<file path="src/hw/rtl/gal_ram.sv">
module gal_ram #(
  parameter int WIDTH = 8,
  parameter int DEPTH = 16
) (
  input  logic                     clk_i,
  input  logic                     we_i,
  input  logic [$clog2(DEPTH)-1:0] addr_i,
  input  logic [WIDTH-1:0]         wdata_i,
  output logic [WIDTH-1:0]         rdata_o
);

  logic [WIDTH-1:0] mem_q [DEPTH];
  logic [WIDTH-1:0] rdata_q;

  // Single port, registered read
  always_ff @(posedge clk_i) begin
    if (we_i) begin
      mem_q[addr_i] <= wdata_i;
    end
    rdata_q <= mem_q[addr_i];
  end

  assign rdata_o = rdata_q;

endmodule

</file>
<file path="config.mk">
export PLATFORM = sky130hd
export DESIGN_NAME = gal_ram
export DESIGN_NICKNAME = d
export VERILOG_FILES = /design/src/hw/rtl/gal_ram.sv
export SDC_FILE = /design/constraint.sdc
export NUM_CORES = 1
export LEC_CHECK = 0
export BUFFER_PORTS_ARGS = -buffer_cell sky130_fd_sc_hd__buf_2
export CORE_ASPECT_RATIO = 2
export CORE_UTILIZATION = 46
export DETAILED_ROUTE_END_ITERATION = 10
export PLACE_DENSITY_LB_ADDON = 0.3
export SKIP_LAST_GASP = 1
export SLEW_MARGIN = 0
export SYNTH_ARGS = -nofsm -noshare
export SYNTH_HDL_FRONTEND = slang
export SYNTH_SLANG_ARGS = --single-unit
</file>
<file path="constraint.sdc">
create_clock -name clk_i -period 3.49 [get_ports clk_i]
set_input_delay 0.1745 -clock clk_i [delete_from_list [all_inputs] [get_ports clk_i]]
set_output_delay 0.1745 -clock clk_i [all_outputs]
set_load 0.05 [all_outputs]
</file>
After elaboration in Yosys (flattened, before gate mapping)
Memories as Yosys holds them, arrays and structs flattened. A register that Yosys moved wholly into a read port is not among the register bits.
Cells that the tools add are included.
- register bits: 0
- bits in writable memories: 128
- bits of input ports: 14
- output and inout bits: 8
- logic and storage cells: 3
- memories kept: 1
- memory list (name ; depth ; bits a word ; read ports ; clocked after memory_dff ; write ports ; line ; text):
    mem_q ; 16 ; 8 ; 1 ; 1 ; 1 ; 12 ; logic [WIDTH-1:0] mem_q [DEPTH];
- multiplexer cells: 2
- operators by type and width (kind ; number):
    1-bit two-way mux ; 2

Longest topological paths before layout
- word-level depth: 2
- depth in mapped cells: 5
- depth with buffers taken out: 3

Worst setup path after synthesis
Ideal clock, no wire load.
- path type: input to register
- start: input port addr_i[2]
- end: memory mem_q[0][0] (enable)
- setup time: 383 ps
- arrival: 1284 ps
- required time: 3107 ps
- path slack: 1822 ps
- stages: 2
- path buffers: 0
- cell sequence: or3b_2 -> nor3_1
- RTL lines (element ; line ; text):
    start: declaration ; 7 ; input logic [$clog2(DEPTH)-1:0] addr_i,
    end: declaration ; 12 ;
Straight into the memory's write port.

Worst setup path after layout
- start: input port addr_i[1]
- end: memory mem_q[7][3] (enable)
Straight into the memory's write port.

==> impl_metrics.xml <==
<?xml version="1.0" encoding="UTF-8"?>
<metrics>
  <group name="layout">
    <metric name="fin_util" unit="">0.559</metric>
    <metric name="ff_latch_area" unit="sq um">4000</metric>
    <metric name="layout.cell_area.non_filler" unit="sq um">5940</metric>
    <metric name="areaGrowthSynthToFinish" unit="%">17.1</metric>
    <metric name="nets" unit="">276</metric>
    <metric name="diodes" unit="">0</metric>
    <metric name="drive_gt1_frac" unit="">0.316</metric>
    <metric name="fill_cells" unit="">841</metric>
    <metric name="multiInputGateArea" unit="sq um">1000</metric>
  </group>
  <group name="cts">
    <metric name="clock_insertion_delay_worst_skew" unit="ps">410</metric>
    <metric name="clockBufferDepth" unit="">2</metric>
    <metric name="post_cts.resized_instances" unit="">0</metric>
    <metric name="post_cts_hold_buffer_count" unit="">0</metric>
    <metric name="clk_pin_slew" unit="ps">50</metric>
    <metric name="cts-root-buf" unit="">sky130_fd_sc_hd__clkbuf_16</metric>
    <metric name="cts_tree" unit="">built</metric>
    <metric name="count_of_buffers_added_by_post_cts_timing_repair_for_setup" unit="">0</metric>
    <metric name="cts.sinks" unit="">136</metric>
    <metric name="clock_tree.htree_level_count" unit="">4</metric>
    <metric name="cts_inserted_buffers" unit="">17</metric>
  </group>
  <group name="global_routing">
    <metric name="grt_pass1_wl" unit="um">15200</metric>
    <metric name="largest_net_degree_at_the_start_of_global_routing" unit="">40</metric>
    <metric name="grt_util_all_layers" unit="">0.196</metric>
    <metric name="grt_remaining_overflow" unit="">0</metric>
    <metric name="vias_in_the_first_global_route" unit="">2420</metric>
    <metric name="number_of_antenna_violations_at_the_first_check_in_global_routing" unit="">0</metric>
  </group>
  <group name="sta">
    <metric name="hold_viol" unit="">0</metric>
    <metric name="unrepaired_setup_endpoints_after_global_routing" unit="">no</metric>
    <metric name="clock_skew" unit="ps">5.44</metric>
    <metric name="accumulated_negative_setup_slack" unit="ps">0</metric>
    <metric name="worst_relative_slew_slack" unit="">0.143</metric>
    <metric name="report.final.setup_viol" unit="">0</metric>
    <metric name="layout_worst_path_cycle_share" unit="">0.524</metric>
    <metric name="timing_worst_slew_pin_value" unit="ps">1280</metric>
    <metric name="post-route-min-period" unit="ps">1830</metric>
    <metric name="max_freq" unit="MHz">547</metric>
    <metric name="slew_viol_final" unit="">0</metric>
  </group>
  <group name="routing">
    <metric name="total_wirelength" unit="um">9920</metric>
    <metric name="detail-route-antenna-nets" unit="">0</metric>
    <metric name="dr_total_vias" unit="">2313</metric>
    <metric name="detail_route.wl_per_cell" unit="um">24.1</metric>
    <metric name="via_per_inst" unit="">5.61</metric>
    <metric name="post-route-drc-count" unit="">0</metric>
    <metric name="drtIter0Drc" unit="">234</metric>
    <metric name="first_pass_iters" unit="">7</metric>
  </group>
  <group name="worst_setup_path">
    <metric name="worst-r2r-cell-count" unit="">3</metric>
    <metric name="cp_top_family" unit="">simple AND/OR/NAND/NOR gates</metric>
    <metric name="critPathArrivalTime" unit="ps">1860</metric>
    <metric name="r2r_start" unit="">mem_q[3][2]</metric>
    <metric name="worst_path_largest_cell_delay" unit="ps">680</metric>
    <metric name="worstPathRequired" unit="ps">3520</metric>
    <metric name="path_max_fanout" unit="">39</metric>
    <metric name="critical_path.startpoint_type" unit="">input port</metric>
    <metric name="worst-path-buf-inv" unit="">1</metric>
    <metric name="crit_path_top_delay_cell" unit="">sky130_fd_sc_hd__buf_2</metric>
    <metric name="startpoint" unit="">addr_i[1]</metric>
    <metric name="cp-end-kind" unit="">register</metric>
    <metric name="path_cells" unit="">buf_2, nand2_1, nor2_1</metric>
    <metric name="timing.setup.critical_path_class" unit="">input port to register</metric>
    <metric name="cp.depth" unit="">3</metric>
  </group>
  <group name="min_path">
    <metric name="min_path_cells" unit="">1</metric>
    <metric name="hold_path_startpoint" unit="">wdata_i[4]</metric>
    <metric name="hold_path_class" unit="">input port to register</metric>
  </group>
  <group name="yosys">
    <metric name="area_of_the_mapped_netlist" unit="sq um">5070</metric>
    <metric name="syn_nets" unit="">244</metric>
    <metric name="syn_warnings" unit="">0</metric>
    <metric name="yosysSeqAreaShare" unit="">0.790</metric>
    <metric name="synthDominantCellAreaShare" unit="">0.759</metric>
    <metric name="leading_cell_types_by_total_area_after_synthesis" unit="">sky130_fd_sc_hd__edfxtp_1 (76%), sky130_fd_sc_hd__mux4_2 (14%), sky130_fd_sc_hd__dfxtp_1 (3.2%)</metric>
    <metric name="post_synth_inst_count" unit="">230</metric>
    <metric name="yosys.cell_types.count" unit="">18</metric>
    <metric name="synth-seq-cells" unit="">136</metric>
    <metric name="synthesis.area_per_instance" unit="sq um">22.0</metric>
    <metric name="yosysTopAreaCell" unit="">sky130_fd_sc_hd__edfxtp_1</metric>
  </group>
  <group name="placed_design">
    <metric name="port-buffer-count" unit="">21</metric>
    <metric name="hpwl" unit="um">6530</metric>
    <metric name="gp_routability_congestion" unit="">0.801</metric>
    <metric name="detailed_place.area" unit="sq um">5310</metric>
  </group>
  <group name="power_and_ir_drop">
    <metric name="leakagePower" unit="nW">1.94</metric>
    <metric name="vdd.ir_drop.worst" unit="uV">501</metric>
    <metric name="finalPower" unit="mW">3.91</metric>
    <metric name="power_density_relative_to_cell_area" unit="nW/um^2">659</metric>
  </group>
  <group name="run">
    <metric name="drv.max_cap_violation_count" unit="">0</metric>
  </group>
  <group name="die">
    <metric name="die_height" unit="um">150</metric>
    <metric name="starting_density" unit="">0.478</metric>
    <metric name="dieArea" unit="sq um">11500</metric>
    <metric name="floorplan.io_pins" unit="">22</metric>
    <metric name="fp.coreArea" unit="sq um">10600</metric>
    <metric name="dieWidth" unit="um">76.2</metric>
    <metric name="placementRows" unit="">53</metric>
  </group>
  <group name="run_status">
    <metric name="run_status" unit="">finished clean</metric>
  </group>
</metrics>
path summary, 6_finish.rpt:
check | end | slack [ps]
worst max-delay path | mem_q[7][3] | 1660
worst min-delay path | mem_q[2][4] | 170
worst min register to register | rdata_o[2] | 670
worst max register to register | rdata_o[2] | 2130
per-stage QoR:
step,setup slack (ps),instances,hold slack [ps]
detailed placement,1190,380,602
floorplan,1820,230,273
global route,1510,412,165
CTS,1620,412,167
finish,1660,412,166
global placement,1190,380,592
flip-flops by register name (all words and copies together), names as in the netlist:
| signal | count |
|---|---|
| mem_q | 128 |
| rdata_o | 8 |
layout make-up:
type,instances,area share
multi-input cells,83,0.169
flip-flops and latches,136,0.675
clock inverters,12,0.0291
repair buffers,24,0.0215
well taps,137,0.0289
clock buffers,20,0.0769
synthesized netlist by cell type, drive strengths merged:
cell type	count
buf	8
nor2	13
dfxtp	8
nand2	9
nand3	1
nand3b	2
nor3	4
clkbuf	3
nor2b	2
mux4	32
and2	1
or3b	1
a22oi	16
nand2b	2
edfxtp	128
placed cells by master, fill, tap and decap left out, types with 4 or more instances in the layout:
| cell | n |
|---|---|
| sky130_fd_sc_hd__edfxtp_1 | 128 |
| sky130_fd_sc_hd__dfxtp_1 | 8 |
| sky130_fd_sc_hd__nor3_1 | 4 |
| sky130_fd_sc_hd__a22oi_1 | 16 |
| sky130_fd_sc_hd__clkbuf_16 | 17 |
| sky130_fd_sc_hd__mux4_2 | 32 |
| sky130_fd_sc_hd__bufinv_16 | 4 |
| sky130_fd_sc_hd__buf_2 | 21 |
| sky130_fd_sc_hd__nand2_1 | 9 |
| sky130_fd_sc_hd__nor2_1 | 13 |
power breakdown:
part	internal, mW	switching [mW]	leakage (nW)
combinational	0.0665	0.138	0.409
sequential	1.83	0.0111	1.22
clock	1.23	0.636	0.308
total	3.12	0.785	1.94
kinds of logic (layout without fill, tap and decap cells):
group | Yosys count | count (layout) | synth area share
compound gates | 16 | 16 | 0.0237
simple gates | 35 | 35 | 0.0321
mux | 32 | 32 | 0.142
buf+inv | 11 | 56 | 0.0119
flops | 136 | 136 | 0.790
per-layer routing:
| metal | GRT usage | wire length (um) |
|---|---|---|
| met4 | 0.0808 | 144 |
| met5 | 0 | 0 |
| met2 | 0.355 | 5870 |
| met3 | 0.0461 | 292 |
| met1 | 0.220 | 3620 |
Power figures use the tool's default switching activity.
