`src/hw/rtl/gal_pkg.sv`:
```
package gal_pkg;

  // Code table geometry
  localparam int TABLE_DEPTH = 256;
  localparam int IDX_W       = $clog2(TABLE_DEPTH);
  localparam int CNT_W       = IDX_W + 1;

  // Field and register widths
  localparam int CODE_W  = 21;
  localparam int SLOT_W  = 8;
  localparam int GIDX_W  = 8;
  localparam int COORD_W = 20;
  localparam int REG_W   = 12;
  localparam int ECNT_W  = 9;
  localparam int DATA_W  = 32;
  localparam int ADDR_W  = 4;

  // Divider compare width covers both the partial remainder and the divisor
  localparam int CMP_W   = (IDX_W + 1 > REG_W) ? IDX_W + 1 : REG_W;
  localparam int STEP_W  = (IDX_W > 1) ? $clog2(IDX_W) : 1;
  localparam int PROD_W  = IDX_W + REG_W;

  // Register indexes (word address)
  localparam logic [1:0] REG_ROW_SIZE    = 2'd0;
  localparam logic [1:0] REG_CELL_WIDTH  = 2'd1;
  localparam logic [1:0] REG_CELL_HEIGHT = 2'd2;
  localparam logic [1:0] REG_ENTRY_COUNT = 2'd3;

  // Request function codes
  localparam logic FUNC_LOAD   = 1'b0;
  localparam logic FUNC_LOOKUP = 1'b1;

  typedef enum logic [2:0] {
    ST_IDLE,
    ST_SEARCH,
    ST_CHECK,
    ST_DIV,
    ST_DONE
  } gal_state_e;

  // Quotient and remainder from the divider
  typedef struct packed {
    logic [IDX_W-1:0] quo;
    logic [IDX_W-1:0] rem;
  } div_res_t;

endpackage

```
`src/hw/rtl/gal_div.sv`:
```
module gal_div
  import gal_pkg::*;
(
  input  logic             clk_i,
  input  logic             rst_ni,
  input  logic             start_i,
  input  logic [IDX_W-1:0] dividend_i,
  input  logic [REG_W-1:0] divisor_i,
  output logic             done_o,
  output div_res_t         res_o
);

  logic              busy_q, busy_d;
  logic              done_q, done_d;
  logic [STEP_W-1:0] cnt_q, cnt_d;
  logic [IDX_W-1:0]  dvd_q, dvd_d;
  logic [IDX_W-1:0]  rem_q, rem_d;
  logic [REG_W-1:0]  dvs_q, dvs_d;
  logic [CMP_W-1:0]  shifted;
  logic [CMP_W-1:0]  diff;
  logic              ge;

  // One restoring step per cycle, quotient bits shift into the dividend
  always_comb begin
    shifted = CMP_W'({rem_q, dvd_q[IDX_W-1]});
    diff    = shifted - CMP_W'(dvs_q);
    ge      = shifted >= CMP_W'(dvs_q);
    busy_d  = busy_q;
    done_d  = 1'b0;
    cnt_d   = cnt_q;
    dvd_d   = dvd_q;
    rem_d   = rem_q;
    dvs_d   = dvs_q;
    if (start_i) begin
      busy_d = 1'b1;
      cnt_d  = STEP_W'(IDX_W - 1);
      dvd_d  = dividend_i;
      rem_d  = '0;
      dvs_d  = divisor_i;
    end else if (busy_q) begin
      rem_d = ge ? IDX_W'(diff) : IDX_W'(shifted);
      dvd_d = {dvd_q[IDX_W-2:0], ge};
      cnt_d = cnt_q - STEP_W'(1);
      if (cnt_q == '0) begin
        busy_d = 1'b0;
        done_d = 1'b1;
      end
    end
  end

  always_ff @(posedge clk_i or negedge rst_ni) begin
    if (!rst_ni) begin
      busy_q <= 1'b0;
      done_q <= 1'b0;
      cnt_q  <= '0;
    end else begin
      busy_q <= busy_d;
      done_q <= done_d;
      cnt_q  <= cnt_d;
    end
  end

  always_ff @(posedge clk_i) begin
    dvd_q <= dvd_d;
    rem_q <= rem_d;
    dvs_q <= dvs_d;
  end

  assign done_o  = done_q;
  assign res_o.quo = dvd_q;
  assign res_o.rem = rem_q;

endmodule
```
`config.mk`:
```
export PLATFORM = sky130hd
export DESIGN_NAME = gal_div
export DESIGN_NICKNAME = d
export VERILOG_FILES = /design/src/hw/rtl/gal_pkg.sv /design/src/hw/rtl/gal_div.sv
export SDC_FILE = /design/constraint.sdc
export NUM_CORES = 1
export LEC_CHECK = 0
export ABC_CLOCK_PERIOD_IN_PS = 2300
export BUFFER_PORTS_ARGS = -buffer_cell sky130_fd_sc_hd__buf_2
export CORE_MARGIN = 2
export CORE_UTILIZATION = 48
export CTS_CLUSTER_DIAMETER = 30
export DETAILED_ROUTE_END_ITERATION = 12
export PLACE_DENSITY = 0.73
export SYNTH_ARGS = -nofsm -noshare
export SYNTH_HDL_FRONTEND = slang
export SYNTH_SLANG_ARGS = --single-unit
```
`constraint.sdc`:
```
create_clock -name clk_i -period 2.3 [get_ports clk_i]
set_clock_uncertainty 0.15 [all_clocks]
set_input_delay 0.46 -clock clk_i [delete_from_list [all_inputs] [get_ports clk_i]]
set_output_delay 0.46 -clock clk_i [all_outputs]
set_load 0.01 [all_outputs]
```
**Word level (Yosys, flattened, before mapping)**

Index checks and enable logic that the tools add are counted.

- Output and inout port bits: 17
- Register bits after elaboration: 33
- Input port bits: 23

- Add/subtract/negate cells: 2
- $lt $le $gt $ge: 1
- Reductions and logical operators: 2
- Mux-type cells: 11

Operators by type and width:

| kind | number |
|---|---|
| 2-to-1 mux 8 bit | 3 |
| greater-or-equal comparator 9 x 12 -> 1 bit | 1 |
| subtractor 8 bit | 1 |
| 2-to-1 mux 1 bit | 6 |
| 2-to-1 mux 3 bit | 2 |
| logical NOT 3 bit | 1 |
| subtractor 3 x 1 -> 3 bit (second input constant) | 1 |
| nonzero test 2 bit | 1 |

**Depth between registers and ports, before layout**

- Depth after elaboration: 4
- Mapped depth: 9

**Least setup slack after synthesis**

No wires, ideal clock.

- Kind: reg2reg
- From: register dvd_q[7]
- To: register rem_q[1]
- Arrival time: 2098 ps
- Library setup time: 95 ps
- Required time: 2055 ps
- Setup slack: -44 ps
- Stages on the path, launching flop included: 10
- Cell sequence: edfxtp_1 -> inv_1 -> ha_1 -> fa_1 -> nor2b_1 -> o21ai_1 -> a31oi_4 -> o21ai_4 -> or4b_1 -> o311ai_1

- Word-level cells in the longest chain between the ends: 2

Ends and longest elaborated chain:

| what | RTL line | RTL |
|---|---|---|
| from (decl) | gal_div.sv:16 | `logic [IDX_W-1:0] dvd_q, dvd_d;` |
| from (signal assigned) | gal_div.sv:64 | `dvd_q <= dvd_d;` |
| greater-or-equal comparator 9 x 12 -> 1 bit / subtractor 8 bit (equally long branches) | gal_div.sv:27, gal_div.sv:26 |  |
| 2-to-1 mux 8 bit * | gal_div.sv:41 | `rem_d = ge ? IDX_W'(diff) : IDX_W'(shifted);` |
| to (signal assigned) | gal_div.sv:65 | `rem_q <= rem_d;` |
| to (decl) | gal_div.sv:17 | `logic [IDX_W-1:0] rem_q, rem_d;` |

Mark *: on every way between the ends. The rest lies on a longest branch, timed or not.
A chain may end at the register's enable or synchronous reset.

**Final worst setup path**

Ends and elaborated chain as after synthesis.

==> flow_summary.yaml <==
worst_setup_path:
  crit_fanout: 6
  crit_arrival_ns: 2.37
  critical_path_class: "flip-flop to flip-flop"
  startpoint_type: "flip-flop"
  rrSetupSlack_ns: 0.03
  r2r_cells: 9
  r2r-start: "dvd_q[7]"
  end_kind: "flip-flop"
  cp.required_ns: 2.41
  reg2reg_to: "rem_q[1]"
routing:
  vias: 1332
  drcViolationCount: 0
  routedWlPerCell_um: 14.8
  drt_wl_total_um: 3650
  ant_nets: 0
  drt_iter0_drc: 62
  vias_per_cell: 5.39
  dr.pass1.iters: 4
job:
  cap_violations: 0
min_path:
  worstHoldStart: "divisor_i[1]"
  min_path_cells: 1
  hold_end: "dvs_q[1]"
  worstHoldPathType: "primary input to flip-flop"
logic_synthesis:
  synth-xor-area-share: 0.0303
  ys_seq_elements: 33
  synth_area_leaders: "edfxtp_1, dfxtp_1, ha_1, dfrtp_1, mux2_2"
  synth_nets: 188
  ys.flop_type: "edfxtp_1"
  synth_fa_ha_area_frac: 0.0908
  netlist_area_um2: 1740
  synth.distinct_cells: 42
  syn-instance-count: 153
  yosysWarnings: 0
  muxShareOfSynthArea: 0.0512
  synth_seq_area_share: 0.510
  async_reset_ff_frac: 0.152
  avgSynthCellArea_um2: 11.3
  synth-compound-area-share: 0.133
  synth_top_area_frac: 0.346
  synth_area_leader_cell: "edfxtp_1"
  synth_top_family_by_area: "simple AND/OR/NAND/NOR gates"
  synth_edf_count: 20
  yosys.area_share.simple: 0.141
pwr:
  p_per_area_nw_per_um2: 589
  cellLeakagePower_nw: 0.933
  peakVddDrop_uv: 380
global_route:
  antenna_found_initial: 0
  grt_max_degree: 39
  grt_first_pass_wirelength_um: 5950
  grtUsageTotal: 0.191
  grt_pass1_vias: 1311
  grt_overflow: 0
floorplanning:
  io_pins: 40
  initial_utilization: 0.508
  dieArea_um2: 4110
  core_um2: 3420
  fp.dieH_um: 64.1
  die_x_um: 64.1
  row_count: 21
final_layout:
  areaGrowthSynthToFinish_pct: 21.1
  fin_nets: 235
  insertedDiodeCount: 0
  finalInstanceArea_um2: 2100
  drive_above_1_share: 0.363
  final_core_util: 0.615
cts:
  cts_buffers: 5
  clk_pin_slew_ns: 0.11
  cts_root_buf: "clkbuf_4"
  worstSkewPairLatency_ns: 0.35
  cts.sinks: 33
  cts_max_level: 2
  cts_tree: "done"
  clockBufferDepth: 2
timing:
  slew-limit-headroom: 0.515
  finalCritPeriodShare: 0.986
  rsz0062_at_grt: "true"
  slew_viol_final: 0
  setup_violations: 0
  fmax_mhz: 441
  worst_slew_pin_slew_ns: 0.727
  fin_crit_ns: 2.27
  hold_viol: 0
place:
  place_area_um2: 2000
  gp_congestion: 0.914
  hpwl_um: 2680
  io_buffers: 39
outcome:
  status: "completed"
[per-stage QoR]
step	hold WS, ns	instances	TNS, ns	worst slack (ns)	power [mW]
floorplan	0.0144	153	0	0.0291	0.843
global placement	0.124	235	0	0.0895	0.910
detailed placement	0.130	235	-0.0294	-0.0294	0.925
CTS	0.118	244	0	0.00814	1.24
global route	0.115	247	-0.217	-0.0623	1.30
finish	0.134	247	0	0.0326	1.24
[sequential cells by signal (all words and copies together) (netlist names)]
name and count:
dvs_q 12, dvd_q 8, rem_q 8, cnt_q 3
busy_q 1, done_o 1
[where the power goes]
group | leakage, nW | internal (mW) | switching, mW
combinational | 0.579 | 0.109 | 0.119
clock | 0.0320 | 0.116 | 0.196
sequential | 0.322 | 0.673 | 0.0250
[worst max path at each step]
| stage | cells past startpoint | to | from |
|---|---|---|---|
| 6_report | 9 | rem_q[1] | dvd_q[7] |
| 4_1_cts | 9 | rem_q[1] | dvd_q[7] |
| 3_5_place_dp | 9 | rem_q[1] | dvd_q[7] |
| 5_1_grt | 9 | rem_q[1] | dvd_q[7] |
| 2_1_floorplan | 9 | rem_q[1] | dvd_q[7] |
| 3_3_place_gp | 9 | rem_q[1] | dvd_q[7] |
[worst max-delay path, cell delays in order, from the launching register on]
cell	delay, ns
edfxtp_1	0.37
inv_1	0.05
ha_2	0.19
fa_2	0.35
nor2b_2	0.13
o21ai_2	0.08
a31oi_4	0.19
o21ai_4	0.09
or4b_1	0.48
o311ai_1	0.09
[cells in the mapped netlist (2+ instances only)]
library cell / count
a21o_1: 3
nor2b_1: 2
o311ai_1: 2
ha_1: 11
dfrtp_1: 5
a211oi_1: 2
and3_1: 2
o211ai_1: 2
xor2_1: 2
xnor2_1: 4
inv_1: 14
nor2_1: 11
a311oi_1: 3
mux2_2: 7
dfxtp_1: 8
nand2_1: 12
nand4b_1: 2
nand2b_1: 6
edfxtp_1: 20
a21oi_1: 4
o21ai_0: 5
clkbuf_1: 6
[layout make-up]
cell class	instances	area (µm²)
clock buffer	6	41.3
tap	46	57.6
timing repair buffer	46	250
sequential	33	886
inverter	14	52.6
fill	301	1320
clock inverter	2	10.0
multi-input combinational	100	803
[layout by cell type, fill, tap and decap left out, drive strengths merged, types with 2 or more instances in the layout]
cell type,count
buf,45
edfxtp,20
inv,14
nand2,12
nor2,11
ha,11
dfxtp,8
mux2,7
o21ai,7
nand2b,6
clkbuf,6
dfrtp,5
xnor2,4
a21oi,4
a21o,3
a311oi,3
and3,2
nand4b,2
o311ai,2
xor2,2
o211ai,2
clkinv,2
nor2b,2
a31oi,2
a211oi,2
o21a,2
[what timing repair did]
item	in CTS	in global routing
hold buffers	1	0
gates resized for setup	1	5
buffers inserted	0	3
pin swaps	1	0
endpoints found under the hold margin	5	0
setup endpoints to repair	1	5
[cell families after synthesis]
group,Yosys count
AOI/OAI and AO/OA,30
xor gates and xnor gates,6
adders and majority gates,12
buffers and inverters,20
DFF,33
muxes,8
and+or+nand+nor,44
[layer usage]
metal	global-route usage	vias up	wire length [µm]
met1	0.224	650	1530
li1	-	644	-
met3	0.0599	7	165
met4	0.0585	0	66
met2	0.333	31	1880
met5	0	-	0
Power figures use the tool's default switching activity.
